**config.mk**
```make
export PLATFORM = sky130hd
export DESIGN_NAME = priority_task_scheduler_flat
export DESIGN_NICKNAME = d
export VERILOG_FILES = /design/src/hw/rtl/pts_pkg.sv /design/src/hw/rtl/pts_in_if.sv /design/src/hw/rtl/pts_out_if.sv /design/src/hw/rtl/pts_slot_unit.sv /design/src/hw/rtl/priority_task_scheduler.sv /design/src/flat_wrapper.sv
export SDC_FILE = /design/constraint.sdc
export NUM_CORES = 1
export LEC_CHECK = 0
export ABC_CLOCK_PERIOD_IN_PS = 6610
export BUFFER_PORTS_ARGS = -buffer_cell sky130_fd_sc_hd__buf_2
export CAP_MARGIN = 20
export CORE_MARGIN = 2
export CORE_UTILIZATION = 50
export CTS_CLUSTER_DIAMETER = 120
export DETAILED_ROUTE_END_ITERATION = 12
export GPL_TIMING_DRIVEN = 0
export PLACE_DENSITY = 0.75
export SYNTH_ARGS = -nofsm -noshare
export SYNTH_HDL_FRONTEND = slang
export SYNTH_HIERARCHICAL = 1
export SYNTH_SLANG_ARGS = --single-unit
export TNS_END_PERCENT = 5
```
**constraint.sdc**
```tcl
create_clock -name clk -period 6.61 [get_ports clk]
set_input_delay 1.322 -clock clk [delete_from_list [all_inputs] [get_ports clk]]
set_output_delay 1.322 -clock clk [all_outputs]
set_load 0.02 [all_outputs]
```
**src/hw/rtl/pts_pkg.sv**
```systemverilog
`default_nettype none
// ----------------------------------------------------------------------------
// pts_pkg: shared types and constants of the priority task scheduler
// Task state codes, command codes, sequencer states, configuration register
// indexes and the per-slot request/response structs.
// ----------------------------------------------------------------------------
package pts_pkg;

  localparam int TASKS_DEFAULT = 8;

  localparam int CMD_W      = 2;
  localparam int MASK_W     = 8;
  localparam int TICK_W     = 16;
  localparam int SLICE_W    = 8;
  localparam int TASK_OUT_W = 3;
  localparam int CFG_IDX_W  = 2;
  localparam int CFG_DATA_W = 8;
  localparam int SLOT_IDX_W = 5;

  localparam logic [SLICE_W-1:0] SLICE_RESET = 8'd10;

  localparam logic [CFG_IDX_W-1:0] CFG_PRESENT  = 2'd0;
  localparam logic [CFG_IDX_W-1:0] CFG_ATTACHED = 2'd1;
  localparam logic [CFG_IDX_W-1:0] CFG_SLICE    = 2'd2;

  typedef enum logic [1:0] {
    ST_READY     = 2'd0,
    ST_RUNNING   = 2'd1,
    ST_SUSPENDED = 2'd2
  } task_st_t;

  typedef enum logic [CMD_W-1:0] {
    CMD_TICK   = 2'd0,
    CMD_SELECT = 2'd1,
    CMD_DELAY  = 2'd2,
    CMD_WAIT   = 2'd3
  } cmd_t;

  typedef enum logic [1:0] {
    S_IDLE   = 2'd0,
    S_WALK   = 2'd1,
    S_FINISH = 2'd2,
    S_DONE   = 2'd3
  } seq_st_t;

  typedef struct packed {
    logic              present;
    logic              attached;
    logic              flag;
    task_st_t          state;
    logic [TICK_W-1:0] start;
    logic [TICK_W-1:0] length;
  } slot_in_t;

  typedef struct packed {
    task_st_t          state;
    logic [TICK_W-1:0] start;
    logic [TICK_W-1:0] length;
    logic              switch_req;
    logic              hit;
  } slot_out_t;

  // Bit of an 8-bit mask for a slot; slots past the mask width read as clear.
  function automatic logic slot_bit(input logic [MASK_W-1:0] mask,
                                    input logic [SLOT_IDX_W-1:0] idx);
    logic [2:0] low;
    low = idx[2:0];
    return (idx < SLOT_IDX_W'(MASK_W)) && mask[low];
  endfunction

endpackage
`default_nettype wire

```
**src/hw/rtl/pts_in_if.sv**
```systemverilog
`default_nettype none
// ----------------------------------------------------------------------------
// pts_in_if: command channel of the priority task scheduler
// Valid/ready channel carrying one command beat.
// ----------------------------------------------------------------------------
interface pts_in_if;
  logic        valid;
  logic        ready;
  logic [1:0]  cmd;
  logic [7:0]  event_flags;
  logic [15:0] delay_ticks;

  modport source (output valid, cmd, event_flags, delay_ticks, input ready);
  modport sink   (input valid, cmd, event_flags, delay_ticks, output ready);
endinterface
`default_nettype wire

```
**src/hw/rtl/pts_out_if.sv**
```systemverilog
`default_nettype none
// ----------------------------------------------------------------------------
// pts_out_if: result channel of the priority task scheduler
// Valid/ready channel carrying one result beat.
// ----------------------------------------------------------------------------
interface pts_out_if;
  logic       valid;
  logic       ready;
  logic [2:0] current_task;
  logic       current_valid;
  logic       switch_request;
  logic [7:0] runnable_mask;

  modport source (output valid, current_task, current_valid, switch_request,
                  runnable_mask, input ready);
  modport sink   (input valid, current_task, current_valid, switch_request,
                  runnable_mask, output ready);
endinterface
`default_nettype wire

```
**src/hw/rtl/pts_slot_unit.sv**
```systemverilog
`default_nettype none
// ----------------------------------------------------------------------------
// pts_slot_unit: shared per-slot evaluation unit
// Applies one command to one task slot: delay expiry compare, event wake,
// select test, delay arm and event wait. Reused for every slot visited.
// ----------------------------------------------------------------------------
module pts_slot_unit (
  input  wire pts_pkg::cmd_t                    cmd,
  input  wire logic [pts_pkg::TICK_W-1:0]       tick_count,
  input  wire logic [pts_pkg::TICK_W-1:0]       delay_ticks,
  input  wire pts_pkg::slot_in_t                slot_in,
  output pts_pkg::slot_out_t                    slot_out
);

  logic [pts_pkg::TICK_W-1:0] elapsed;

  assign elapsed = tick_count - slot_in.start;

  always_comb begin
    slot_out.state      = slot_in.state;
    slot_out.start      = slot_in.start;
    slot_out.length     = slot_in.length;
    slot_out.switch_req = 1'b0;
    slot_out.hit        = 1'b0;
    unique case (cmd)
      pts_pkg::CMD_TICK: begin
        // Delay expiry first, then the event flag overrides the state.
        if (slot_in.present && slot_in.length != '0) begin
          if (elapsed >= slot_in.length) begin
            slot_out.start      = '0;
            slot_out.length     = '0;
            slot_out.state      = pts_pkg::ST_READY;
            slot_out.switch_req = 1'b1;
          end else begin
            slot_out.state = pts_pkg::ST_SUSPENDED;
          end
        end
        if (slot_in.present && slot_in.attached) begin
          if (slot_in.flag) begin
            slot_out.state      = pts_pkg::ST_READY;
            slot_out.switch_req = 1'b1;
          end else begin
            slot_out.state = pts_pkg::ST_SUSPENDED;
          end
        end
      end
      pts_pkg::CMD_SELECT: begin
        if (slot_in.present && (slot_in.state == pts_pkg::ST_READY ||
                                slot_in.state == pts_pkg::ST_RUNNING)) begin
          slot_out.state = pts_pkg::ST_RUNNING;
          slot_out.hit   = 1'b1;
        end
      end
      pts_pkg::CMD_DELAY: begin
        if (slot_in.present && delay_ticks != '0 && slot_in.length == '0) begin
          slot_out.length     = delay_ticks;
          slot_out.start      = tick_count;
          slot_out.state      = pts_pkg::ST_SUSPENDED;
          slot_out.switch_req = 1'b1;
        end
      end
      pts_pkg::CMD_WAIT: begin
        if (slot_in.present && slot_in.attached && !slot_in.flag) begin
          slot_out.state      = pts_pkg::ST_SUSPENDED;
          slot_out.switch_req = 1'b1;
        end
      end
      default: begin
      end
    endcase
  end

endmodule
`default_nettype wire

```
**src/hw/rtl/priority_task_scheduler.sv**
```systemverilog
`default_nettype none
// ----------------------------------------------------------------------------
// priority_task_scheduler: fixed-priority task scheduler with tick wake-up
// Keeps state, delay start and delay length per task slot (slot 0 is the
// highest priority) plus a 16-bit tick count, a time-slice counter and the
// running task. On a tick beat the sequencer walks every slot, one per cycle,
// through a single shared slot unit (expiry compare and event wake), then
// advances the tick and slice counters and loads the result register. A
// select beat walks slots from 0 until the first ready or running one. Delay
// and wait beats touch only the running slot. The next command is taken once
// the result sits in the output register, even while it waits to be taken.
// Configuration is written through cfg_we/cfg_index/cfg_data; the user must
// write it only while the block is idle; the block does not enforce this.
// Indexes past the last register are ignored.
// ----------------------------------------------------------------------------
module priority_task_scheduler #(
  parameter int TASKS = pts_pkg::TASKS_DEFAULT
) (
  input  wire logic                                clk,
  input  wire logic                                rst_n,
  pts_in_if.sink                                   in_if,
  pts_out_if.source                                out_if,
  input  wire logic                                cfg_we,
  input  wire logic [pts_pkg::CFG_IDX_W-1:0]       cfg_index,
  input  wire logic [pts_pkg::CFG_DATA_W-1:0]      cfg_data
);

  localparam int IW = (TASKS > 1) ? $clog2(TASKS) : 1;
  localparam logic [IW-1:0] LAST_SLOT = IW'(TASKS - 1);

  // Sequencer and command latch
  pts_pkg::seq_st_t state_r, state_nxt;
  pts_pkg::cmd_t    cmd_r, cmd_nxt;
  logic [pts_pkg::MASK_W-1:0]  flags_r, flags_nxt;
  logic [pts_pkg::TICK_W-1:0]  ticks_r, ticks_nxt;
  logic [IW-1:0]               walk_r, walk_nxt;
  logic                        sw_r, sw_nxt;

  // Scheduler state
  logic [pts_pkg::TICK_W-1:0]  tick_count_r, tick_count_nxt;
  logic [pts_pkg::SLICE_W-1:0] slice_count_r, slice_count_nxt;
  logic [IW-1:0]               running_idx_r, running_idx_nxt;
  logic                        running_valid_r, running_valid_nxt;

  // Configuration registers
  logic [pts_pkg::MASK_W-1:0]  present_mask_r;
  logic [pts_pkg::MASK_W-1:0]  attached_mask_r;
  logic [pts_pkg::SLICE_W-1:0] slice_ticks_r;

  // Slot table
  pts_pkg::task_st_t           task_state_r   [TASKS];
  logic [pts_pkg::TICK_W-1:0]  delay_start_r  [TASKS];
  logic [pts_pkg::TICK_W-1:0]  delay_length_r [TASKS];

  // Result register
  logic                        out_valid_r, out_valid_nxt;
  logic [2:0]                  out_task_r, out_task_nxt;
  logic                        out_cur_valid_r, out_cur_valid_nxt;
  logic                        out_sw_r, out_sw_nxt;
  logic [pts_pkg::MASK_W-1:0]  out_runnable_r, out_runnable_nxt;

  logic                        slot_we;
  logic [IW-1:0]               addr;
  logic [pts_pkg::SLOT_IDX_W-1:0] addr_ext;
  logic [pts_pkg::SLOT_IDX_W-1:0] run_ext;
  logic                        on_running;
  pts_pkg::slot_in_t           slot_in;
  pts_pkg::slot_out_t          slot_out;
  logic [pts_pkg::MASK_W-1:0]  runnable;
  logic [pts_pkg::SLICE_W-1:0] slice_inc;

  // Delay and wait act on the running slot; tick and select walk the table.
  assign on_running = (cmd_r == pts_pkg::CMD_DELAY) || (cmd_r == pts_pkg::CMD_WAIT);
  assign addr       = on_running ? running_idx_r : walk_r;
  assign addr_ext   = pts_pkg::SLOT_IDX_W'(addr);
  assign run_ext    = pts_pkg::SLOT_IDX_W'(running_idx_r);

  always_comb begin
    slot_in.present  = pts_pkg::slot_bit(present_mask_r, addr_ext) &&
                       (!on_running || running_valid_r);
    slot_in.attached = pts_pkg::slot_bit(attached_mask_r, addr_ext);
    slot_in.flag     = pts_pkg::slot_bit(flags_r, addr_ext);
    slot_in.state    = task_state_r[addr];
    slot_in.start    = delay_start_r[addr];
    slot_in.length   = delay_length_r[addr];
  end

  pts_slot_unit u_slot (
    .cmd         (cmd_r),
    .tick_count  (tick_count_r),
    .delay_ticks (ticks_r),
    .slot_in     (slot_in),
    .slot_out    (slot_out)
  );

  // Runnable view: present slots in ready or running state.
  always_comb begin
    runnable = '0;
    for (int i = 0; i < TASKS; i++) begin
      if (i < pts_pkg::MASK_W) begin
        runnable[i[2:0]] = pts_pkg::slot_bit(present_mask_r,
                                             pts_pkg::SLOT_IDX_W'(i)) &&
                           (task_state_r[i[IW-1:0]] == pts_pkg::ST_READY ||
                            task_state_r[i[IW-1:0]] == pts_pkg::ST_RUNNING);
      end
    end
  end

  assign slice_inc = slice_count_r + 1'b1;

  // Next state and outputs
  always_comb begin
    state_nxt         = state_r;
    cmd_nxt           = cmd_r;
    flags_nxt         = flags_r;
    ticks_nxt         = ticks_r;
    walk_nxt          = walk_r;
    sw_nxt            = sw_r;
    tick_count_nxt    = tick_count_r;
    slice_count_nxt   = slice_count_r;
    running_idx_nxt   = running_idx_r;
    running_valid_nxt = running_valid_r;
    out_task_nxt      = out_task_r;
    out_cur_valid_nxt = out_cur_valid_r;
    out_sw_nxt        = out_sw_r;
    out_runnable_nxt  = out_runnable_r;
    slot_we           = 1'b0;
    in_if.ready       = 1'b0;

    // Drop the result beat once taken.
    out_valid_nxt = out_valid_r && !out_if.ready;

    unique case (state_r)
      pts_pkg::S_IDLE: begin
        in_if.ready = 1'b1;
        if (in_if.valid) begin
          cmd_nxt   = pts_pkg::cmd_t'(in_if.cmd);
          flags_nxt = in_if.event_flags;
          ticks_nxt = in_if.delay_ticks;
          walk_nxt  = '0;
          sw_nxt    = 1'b0;
          state_nxt = pts_pkg::S_WALK;
        end
      end
      pts_pkg::S_WALK: begin
        slot_we = 1'b1;
        sw_nxt  = sw_r | slot_out.switch_req;
        unique case (cmd_r)
          pts_pkg::CMD_TICK: begin
            if (walk_r == LAST_SLOT) begin
              state_nxt = pts_pkg::S_FINISH;
            end else begin
              walk_nxt = walk_r + 1'b1;
            end
          end
          pts_pkg::CMD_SELECT: begin
            // Stop at the first runnable slot: it becomes the running task.
            if (slot_out.hit) begin
              running_idx_nxt   = addr;
              running_valid_nxt = 1'b1;
              state_nxt         = pts_pkg::S_FINISH;
            end else if (walk_r == LAST_SLOT) begin
              state_nxt = pts_pkg::S_FINISH;
            end else begin
              walk_nxt = walk_r + 1'b1;
            end
          end
          pts_pkg::CMD_DELAY,
          pts_pkg::CMD_WAIT: begin
            state_nxt = pts_pkg::S_FINISH;
          end
          default: begin
            state_nxt = pts_pkg::S_FINISH;
          end
        endcase
      end
      pts_pkg::S_FINISH: begin
        // On a tick beat, advance tick and slice counters; a full slice requests a switch.
        if (cmd_r == pts_pkg::CMD_TICK) begin
          tick_count_nxt = tick_count_r + 1'b1;
          if (slice_inc >= slice_ticks_r) begin
            slice_count_nxt = '0;
            sw_nxt          = 1'b1;
          end else begin
            slice_count_nxt = slice_inc;
          end
        end
        state_nxt = pts_pkg::S_DONE;
      end
      pts_pkg::S_DONE: begin
        // Hold until the result register is free.
        if (!out_valid_r || out_if.ready) begin
          out_valid_nxt     = 1'b1;
          out_task_nxt      = run_ext[2:0];
          out_cur_valid_nxt = running_valid_r;
          out_sw_nxt        = sw_r;
          out_runnable_nxt  = runnable;
          state_nxt         = pts_pkg::S_IDLE;
        end
      end
      default: begin
        state_nxt = pts_pkg::S_IDLE;
      end
    endcase
  end

  // Control registers
  always_ff @(posedge clk) begin
    if (!rst_n) begin
      state_r         <= pts_pkg::S_IDLE;
      tick_count_r    <= '0;
      slice_count_r   <= '0;
      running_idx_r   <= '0;
      running_valid_r <= 1'b0;
      out_valid_r     <= 1'b0;
    end else begin
      state_r         <= state_nxt;
      tick_count_r    <= tick_count_nxt;
      slice_count_r   <= slice_count_nxt;
      running_idx_r   <= running_idx_nxt;
      running_valid_r <= running_valid_nxt;
      out_valid_r     <= out_valid_nxt;
    end
  end

  // Payload registers
  always_ff @(posedge clk) begin
    cmd_r           <= cmd_nxt;
    flags_r         <= flags_nxt;
    ticks_r         <= ticks_nxt;
    walk_r          <= walk_nxt;
    sw_r            <= sw_nxt;
    out_task_r      <= out_task_nxt;
    out_cur_valid_r <= out_cur_valid_nxt;
    out_sw_r        <= out_sw_nxt;
    out_runnable_r  <= out_runnable_nxt;
  end

  // Configuration registers
  always_ff @(posedge clk) begin
    if (!rst_n) begin
      present_mask_r  <= '0;
      attached_mask_r <= '0;
      slice_ticks_r   <= pts_pkg::SLICE_RESET;
    end else if (cfg_we) begin
      case (cfg_index)
        pts_pkg::CFG_PRESENT:  present_mask_r  <= cfg_data;
        pts_pkg::CFG_ATTACHED: attached_mask_r <= cfg_data;
        pts_pkg::CFG_SLICE:    slice_ticks_r   <= cfg_data;
        default: begin
        end
      endcase
    end
  end

  // Slot table: reset to ready with no delay; write back the visited slot.
  always_ff @(posedge clk) begin
    if (!rst_n) begin
      for (int i = 0; i < TASKS; i++) begin
        task_state_r[i]   <= pts_pkg::ST_READY;
        delay_start_r[i]  <= '0;
        delay_length_r[i] <= '0;
      end
    end else if (slot_we) begin
      task_state_r[addr]   <= slot_out.state;
      delay_start_r[addr]  <= slot_out.start;
      delay_length_r[addr] <= slot_out.length;
    end
  end

  assign out_if.valid          = out_valid_r;
  assign out_if.current_task   = out_task_r;
  assign out_if.current_valid  = out_cur_valid_r;
  assign out_if.switch_request = out_sw_r;
  assign out_if.runnable_mask  = out_runnable_r;

  // Assertions
  a_accept_starts_walk: assert property (@(posedge clk) disable iff (!rst_n)
    (in_if.valid && in_if.ready) |=> state_r == pts_pkg::S_WALK)
    else $error("accepted command did not start the slot walk");

  a_running_sticky: assert property (@(posedge clk) disable iff (!rst_n)
    !$fell(running_valid_r))
    else $error("running task selection was lost");

  a_single_slot_cmd: assert property (@(posedge clk) disable iff (!rst_n)
    (state_r == pts_pkg::S_WALK && on_running) |=> state_r == pts_pkg::S_FINISH)
    else $error("delay or wait visited more than one slot");

  a_tick_advance: assert property (@(posedge clk) disable iff (!rst_n)
    (state_r == pts_pkg::S_FINISH && cmd_r == pts_pkg::CMD_TICK) |=>
      tick_count_r == $past(tick_count_r) + 16'd1)
    else $error("tick did not advance the tick count by one");

  a_no_accept_busy: assert property (@(posedge clk) disable iff (!rst_n)
    (state_r != pts_pkg::S_IDLE) |-> !in_if.ready)
    else $error("command taken while the sequencer is busy");

endmodule
`default_nettype wire
```
**src/flat_wrapper.sv**
```systemverilog
// flat-port wrapper written by rule: the top's interface ports become plain ports
module priority_task_scheduler_flat 
#(
  parameter int TASKS = pts_pkg::TASKS_DEFAULT
)
  (clk, rst_n, cfg_we, cfg_index, cfg_data, in_if_valid, in_if_cmd, in_if_event_flags, in_if_delay_ticks, in_if_ready, out_if_valid, out_if_current_task, out_if_current_valid, out_if_switch_request, out_if_runnable_mask, out_if_ready);
  pts_in_if in_if_i ();
  pts_out_if out_if_i ();
  input  wire logic clk;
  input  wire logic rst_n;
  input  wire logic cfg_we;
  input  wire logic [pts_pkg::CFG_IDX_W-1:0] cfg_index;
  input  wire logic [pts_pkg::CFG_DATA_W-1:0] cfg_data;
  input wire logic [$bits(in_if_i.valid)-1:0] in_if_valid;
  input wire logic [$bits(in_if_i.cmd)-1:0] in_if_cmd;
  input wire logic [$bits(in_if_i.event_flags)-1:0] in_if_event_flags;
  input wire logic [$bits(in_if_i.delay_ticks)-1:0] in_if_delay_ticks;
  output wire logic [$bits(in_if_i.ready)-1:0] in_if_ready;
  output wire logic [$bits(out_if_i.valid)-1:0] out_if_valid;
  output wire logic [$bits(out_if_i.current_task)-1:0] out_if_current_task;
  output wire logic [$bits(out_if_i.current_valid)-1:0] out_if_current_valid;
  output wire logic [$bits(out_if_i.switch_request)-1:0] out_if_switch_request;
  output wire logic [$bits(out_if_i.runnable_mask)-1:0] out_if_runnable_mask;
  input wire logic [$bits(out_if_i.ready)-1:0] out_if_ready;
  assign in_if_i.valid = in_if_valid;
  assign in_if_i.cmd = in_if_cmd;
  assign in_if_i.event_flags = in_if_event_flags;
  assign in_if_i.delay_ticks = in_if_delay_ticks;
  assign in_if_ready = in_if_i.ready;
  assign out_if_valid = out_if_i.valid;
  assign out_if_current_task = out_if_i.current_task;
  assign out_if_current_valid = out_if_i.current_valid;
  assign out_if_switch_request = out_if_i.switch_request;
  assign out_if_runnable_mask = out_if_i.runnable_mask;
  assign out_if_i.ready = out_if_ready;
  priority_task_scheduler #(.TASKS(TASKS)) u_core (.clk(clk), .rst_n(rst_n), .in_if(in_if_i), .out_if(out_if_i), .cfg_we(cfg_we), .cfg_index(cfg_index), .cfg_data(cfg_data));
endmodule
```
Yosys cells after proc, flatten, opt, wreduce, memory -nomap -nowiden

Memories as Yosys holds them, arrays and structs flattened.
Index checks and enable logic that the tools add are counted.

Register bits after elaboration: 98
RAM bits: 272
Input bits: 41
Word-level logic and storage cells: 176
Memories kept: 3

Memories:

| memory                | depth | bits a word | rd ports | clocked after Yosys merged registers in | wr ports | RTL line                      | text |
|---|---|---|---|---|---|---|---|
| u_core.delay_length_r | 8     | 16          | 1        | 0                                       | 8        | priority_task_scheduler.sv:53 | `logic [pts_pkg::TICK_W-1:0] delay_length_r [TASKS];` |
| u_core.delay_start_r  | 8     | 16          | 1        | 0                                       | 8        | priority_task_scheduler.sv:52 | `logic [pts_pkg::TICK_W-1:0] delay_start_r [TASKS];` |
| u_core.task_state_r   | 8     | 2           | 9        | 0                                       | 8        | priority_task_scheduler.sv:51 | `pts_pkg::task_st_t task_state_r [TASKS];` |

Add/sub/neg operators: 4
Magnitude comparators: 4
Eq/ne operators: 24
Muxes and demuxes: 56
Bitwise logic cells: 1
Reductions and logical operators: 66

Operators by type and width:

| kind                    | number |
|---|---|
| $mux W35                | 2 |
| $pmux W32 S2            | 1 |
| $mux W33                | 1 |
| $mux W16                | 2 |
| $reduce_bool A16 Y1     | 2 |
| $reduce_or A16 Y1       | 2 |
| $eq A2 B1 Y1 const B    | 12 |
| $logic_not A2 Y1        | 12 |
| $mux W1                 | 22 |
| $mux W3                 | 7 |
| $mux W2                 | 10 |
| $logic_and A1 B1 Y1     | 19 |
| $add A16 B1 Y16 const B | 1 |
| $ge A16 B16 Y1          | 1 |
| $logic_not A16 Y1       | 1 |
| $pmux W2 S4             | 2 |
| $sub A16 B16 Y16        | 1 |
| $reduce_and A2 Y1       | 7 |
| $logic_or A1 B1 Y1      | 12 |
| $pmux W3 S2             | 2 |
| $eq A2 B2 Y1 const B    | 5 |
| $bmux W1 S3             | 3 |
| $add A8 B1 Y8 const B   | 1 |
| $ge A8 B8 Y1            | 1 |
| 17 further kinds        | 26 |

Logic depth before layout (Yosys ltp)

Word-level depth: 14
Mapped depth: 25
Depth with buffers taken out: 21

Hierarchy

Netlist, hierarchy kept.

By module, submodules not included:

| module                  | instances | cells an instance | area each (µm²) | sequential area each (µm²) |
|---|---|---|---|---|
| priority_task_scheduler | 1         | 1,487             | 16,483.3        | 10,560.1 |
| pts_slot_unit           | 1         | 282               | 1,984.4         | 0.0 |

Least setup slack after synthesis

OpenSTA, ideal clock, no wires.

Path type: reg2reg
From: register u_core.cmd_r[1]
To: memory u_core/delay_start_r[5][15] in the netlist's numbering, data pin
Arrival: 4,923 ps
Required time: 6,355 ps
Path slack: 1,432 ps
Stages on the path, launching flop included: 24
Buffers on the path: 3
Period minus slack after synthesis: 5,178 ps
Cell sequence: edfxtp_1 mux2_2 buf_2 clkbuf_1 nand2_1 a21oi_1 or4_1 inv_1 ha_1 nor2b_1 o21ai_0 a21oi_1 o21ai_1 nor2_1 or3_1 ha_1 and4_1 nand2_1 o32a_1 a21oi_2 and2_4 buf_6 o21ai_1 and2_1

RTL lines:

| item                     | RTL line                       | text |
|---|---|---|
| start: declaration       | priority_task_scheduler.sv:33  | `pts_pkg::cmd_t cmd_r, cmd_nxt;` |
| start signal: assignment | priority_task_scheduler.sv:228 | `cmd_r <= cmd_nxt;` |
| end: declaration         | priority_task_scheduler.sv:52  |  |

==> results.tsv <==
metric	value	unit
Max FO, Critical Path	10	
Slew Limit Fails	0	
DP HPWL	35900	µm
Vias	13800	
Final Net Count	1923	
Buffers on Ports	54	
Post-Route Utilization	57.7	%
CTS tree	done	
startpoint types	flop	
placed insts	2254	
cells along the critical path	buf_4 > nor2_1 > a32oi_2 > buf_2 > a21oi_1 > or4_1 > inv_1 > ha_1 > clkbuf_1 > a21o_1 > a21oi_1 > o21ai_0 > or3_1 > ha_1 > and4_1 > nand2_1 > o32a_1 > a21oi_2 > and2_4 > buf_6 > o21ai_1 > and2_1	
H-tree Lvls	2	
Hold Violations, Final	0	
critical path's slowest cell	edfxtp_1	
total power	5.90	mW
TritonCTS Buffers	38	
static leakage	7.86	nW
syn_nets	1819	
worst hold stages	2	
clock tree sinks	362	
Mapped Area	18100	µm²
Hold Crit Endpoint	u_core/slice_count_r[7]$_SDFFE_PN0P_	
DR pass1 iterations	6	
drt drc	0	
min cycle time layout	6.48	ns
DIE AREA	37700	µm²
grt ovf	0	
Crit path buffers/inverters	5	
Cell Pwr Density	287	nW/µm²
min-delay src	u_core/slice_count_r[7]$_SDFFE_PN0P_	
Peak Freq	154	MHz
first-pass GRT wire length	77100	µm
Hold Buf Count CTS	0	
Placed Area	19200	µm²
setup TNS	0	ns
Root Buffer	clkbuf_16	
Worst R2R Path Depth	22	
die width	194	µm
drt wl/cell	21.9	µm
final WL	50900	µm
fin worst setup slack	0.127	ns
number of vias per cell	5.93	
Worst path max stage delay	0.53	ns
Critical R2R Capture	u_core/delay_length_r[5][2]$_SDFFCE_PN0P_	
Clock transition at path regs	0.06	ns
Fin Clk Skew	0.0211	ns
largest net degree at the start of global routing	29	
post-route cell area	20500	µm²
total core area	35600	µm²
worst setup path class	flop to flop	
Die Ht	194	µm
Crit path max-delay family	compound AO/OA/AOI/OAI gates	
type of the tightest min-delay check	flop to flop	
setup repair after global routing missed its margin	false	
FP Rows	69	
status	complete, no violations	
CP Capture Type	flop	
Avg Inst Size Synth	10.4	µm²
setup violators final	0	
CP required	6.89	ns
Initial Utilization	50.8	%
P&R area growth vs syn	13.6	%
initial antenna violation count	1	
worst-skew pair later-pin latency	0.53	ns
Mapped Cells	1731	
Peak VDD IR	239	µV
arrival time worst endpoint	6.76	ns
WHS	0.471	ns
Final Instance Count excl. Fillers	2326	
total track usage	26.5	%
Yosys warning total	6	
final period utilization	98.1	%
dpl ws	-0.404	ns
vias in the first global route	13500	
maxcap violations	0	
GPL Wtd Cong	0.966	
# IOs	56	
R2R setup slack	0.13	ns
worst reg2reg path startpoint	u_core/cmd_r[1]$_DFFE_PP_	
clock tree buffer depth	3	
DR iter-0 viols	1581	
Worst-Margin Slew	1.12	ns
final antenna-violating net count	0	
Slew Limit Headroom	25.1	%
share of cells above drive strength 1	9.87	%
[registers in the layout, summed over array words and instances (netlist names), 8 cells and up, named ones only]
| register | cells |
|---|---|
| u_core/attached_mask_r | 8 |
| u_core/delay_length_r | 128 |
| u_core/delay_start_r | 128 |
| u_core/flags_r | 8 |
| u_core/out_if.runnable_mask | 8 |
| u_core/present_mask_r | 8 |
| u_core/slice_count_r | 8 |
| u_core/slice_ticks_r | 8 |
| u_core/task_state_r | 8 |
| u_core/tick_count_r | 16 |
| u_core/ticks_r | 16 |
[layout make-up]
type | count | area [µm²]
sequential | 362 | 10300
clock buffer | 61 | 1180
antenna | 1 | 2.50
timing repair buffer | 64 | 475
fill | 2930 | 15000
clock inverter | 8 | 86.3
tap | 461 | 577
multi-input combinational | 1214 | 7220
buffer | 99 | 455
inverter | 56 | 210
[placed cells by master (no fill, tap or decap), types with 5 or more instances in the layout]
cell         n
nand4_1      8
ha_1        46
buf_1        9
nand2_1    357
and3_1      10
buf_2       73
dfxtp_1     55
or4_1       38
o31ai_4     12
o21ai_1     18
nand3_1     21
inv_1       56
edfxtp_1   307
nor4_1       7
o21a_1       8
buf_12       5
a21oi_1    170
and4_1       6
xor2_1      19
mux2i_1     25
clkbuf_2     5
clkbuf_1    71
and2_1     268
o21ai_0     25
clkbuf_16   42
clkbuf_8     6
nor3_1       8
nor2b_1     17
or3_1        5
a21o_1       5
nor2_1      59
xnor2_1     11
nand2b_1     6
o21ai_4      8
[how the worst max path moves through the flow]
| stage | from | depth (start not counted) | to | slack [ns] |
|---|---|---|---|---|
| 4_1_cts | u_core/cmd_r[1]$_DFFE_PP_ | 22 | u_core/delay_length_r[7][2]$_SDFFCE_PN0P_ | 0.06 |
| 2_1_floorplan | u_core/cmd_r[1]$_DFFE_PP_ | 23 | u_core/delay_start_r[5][15]$_SDFFCE_PN0P_ | 1.43 |
| 6_report | u_core/cmd_r[1]$_DFFE_PP_ | 22 | u_core/delay_length_r[5][2]$_SDFFCE_PN0P_ | 0.13 |
| 3_5_place_dp | u_core/cmd_r[1]$_DFFE_PP_ | 22 | u_core/delay_length_r[3][6]$_SDFFCE_PN0P_ | -0.40 |
| 5_1_grt | u_core/cmd_r[1]$_DFFE_PP_ | 23 | u_core/delay_length_r[0][6]$_SDFFCE_PN0P_ | 0.01 |
| 3_3_place_gp | rst_n | 3 | u_core/delay_start_r[6][9]$_SDFFCE_PN0P_ | -0.74 |
[what timing repair did]
item / 4_1_cts / 5_1_grt
endpoints found under the setup margin: 265 / 257
gates cloned: 0 / 0
buffers inserted: 0 / 2
pin swaps: 0 / 0
gates resized for setup: 4 / 10
[metal layers]
layer | global-route usage [%] | wire length [µm] | vias up | share of wire (%)
li1 | - | - | 6225 | -
met2 | 43.5 | 23800 | 780 | 47
met1 | 35.7 | 20100 | 6654 | 40
met3 | 3.97 | 5230 | 135 | 10
met4 | 10.3 | 1720 | 0 | 3.4
met5 | 0 | 0 | - | 0
[worst register-to-register path: stages, from the launching register on]
cell      delay, ns
edfxtp_1       0.53
buf_4          0.26
nor2_1         0.08
a32oi_2        0.46
buf_2          0.37
a21oi_1        0.08
or4_1          0.52
inv_1          0.19
ha_1           0.27
clkbuf_1       0.18
a21o_1         0.21
a21oi_1        0.37
o21ai_0        0.16
or3_1          0.37
ha_1           0.32
and4_1         0.23
nand2_1        0.06
o32a_1         0.36
a21oi_2        0.28
and2_4         0.26
buf_6          0.19
o21ai_1        0.25
and2_1         0.26
[power by group]
part | total, mW | switching [mW] | leakage (nW) | internal (mW)
Combinational | 1.10 | 0.759 | 3.66 | 0.344
Clock | 2.17 | 0.864 | 0.621 | 1.30
Sequential | 2.63 | 0.0446 | 3.59 | 2.59
Total | 5.90 | 1.67 | 7.86 | 4.23
No activity file was read; power rests on OpenSTA's default activity.
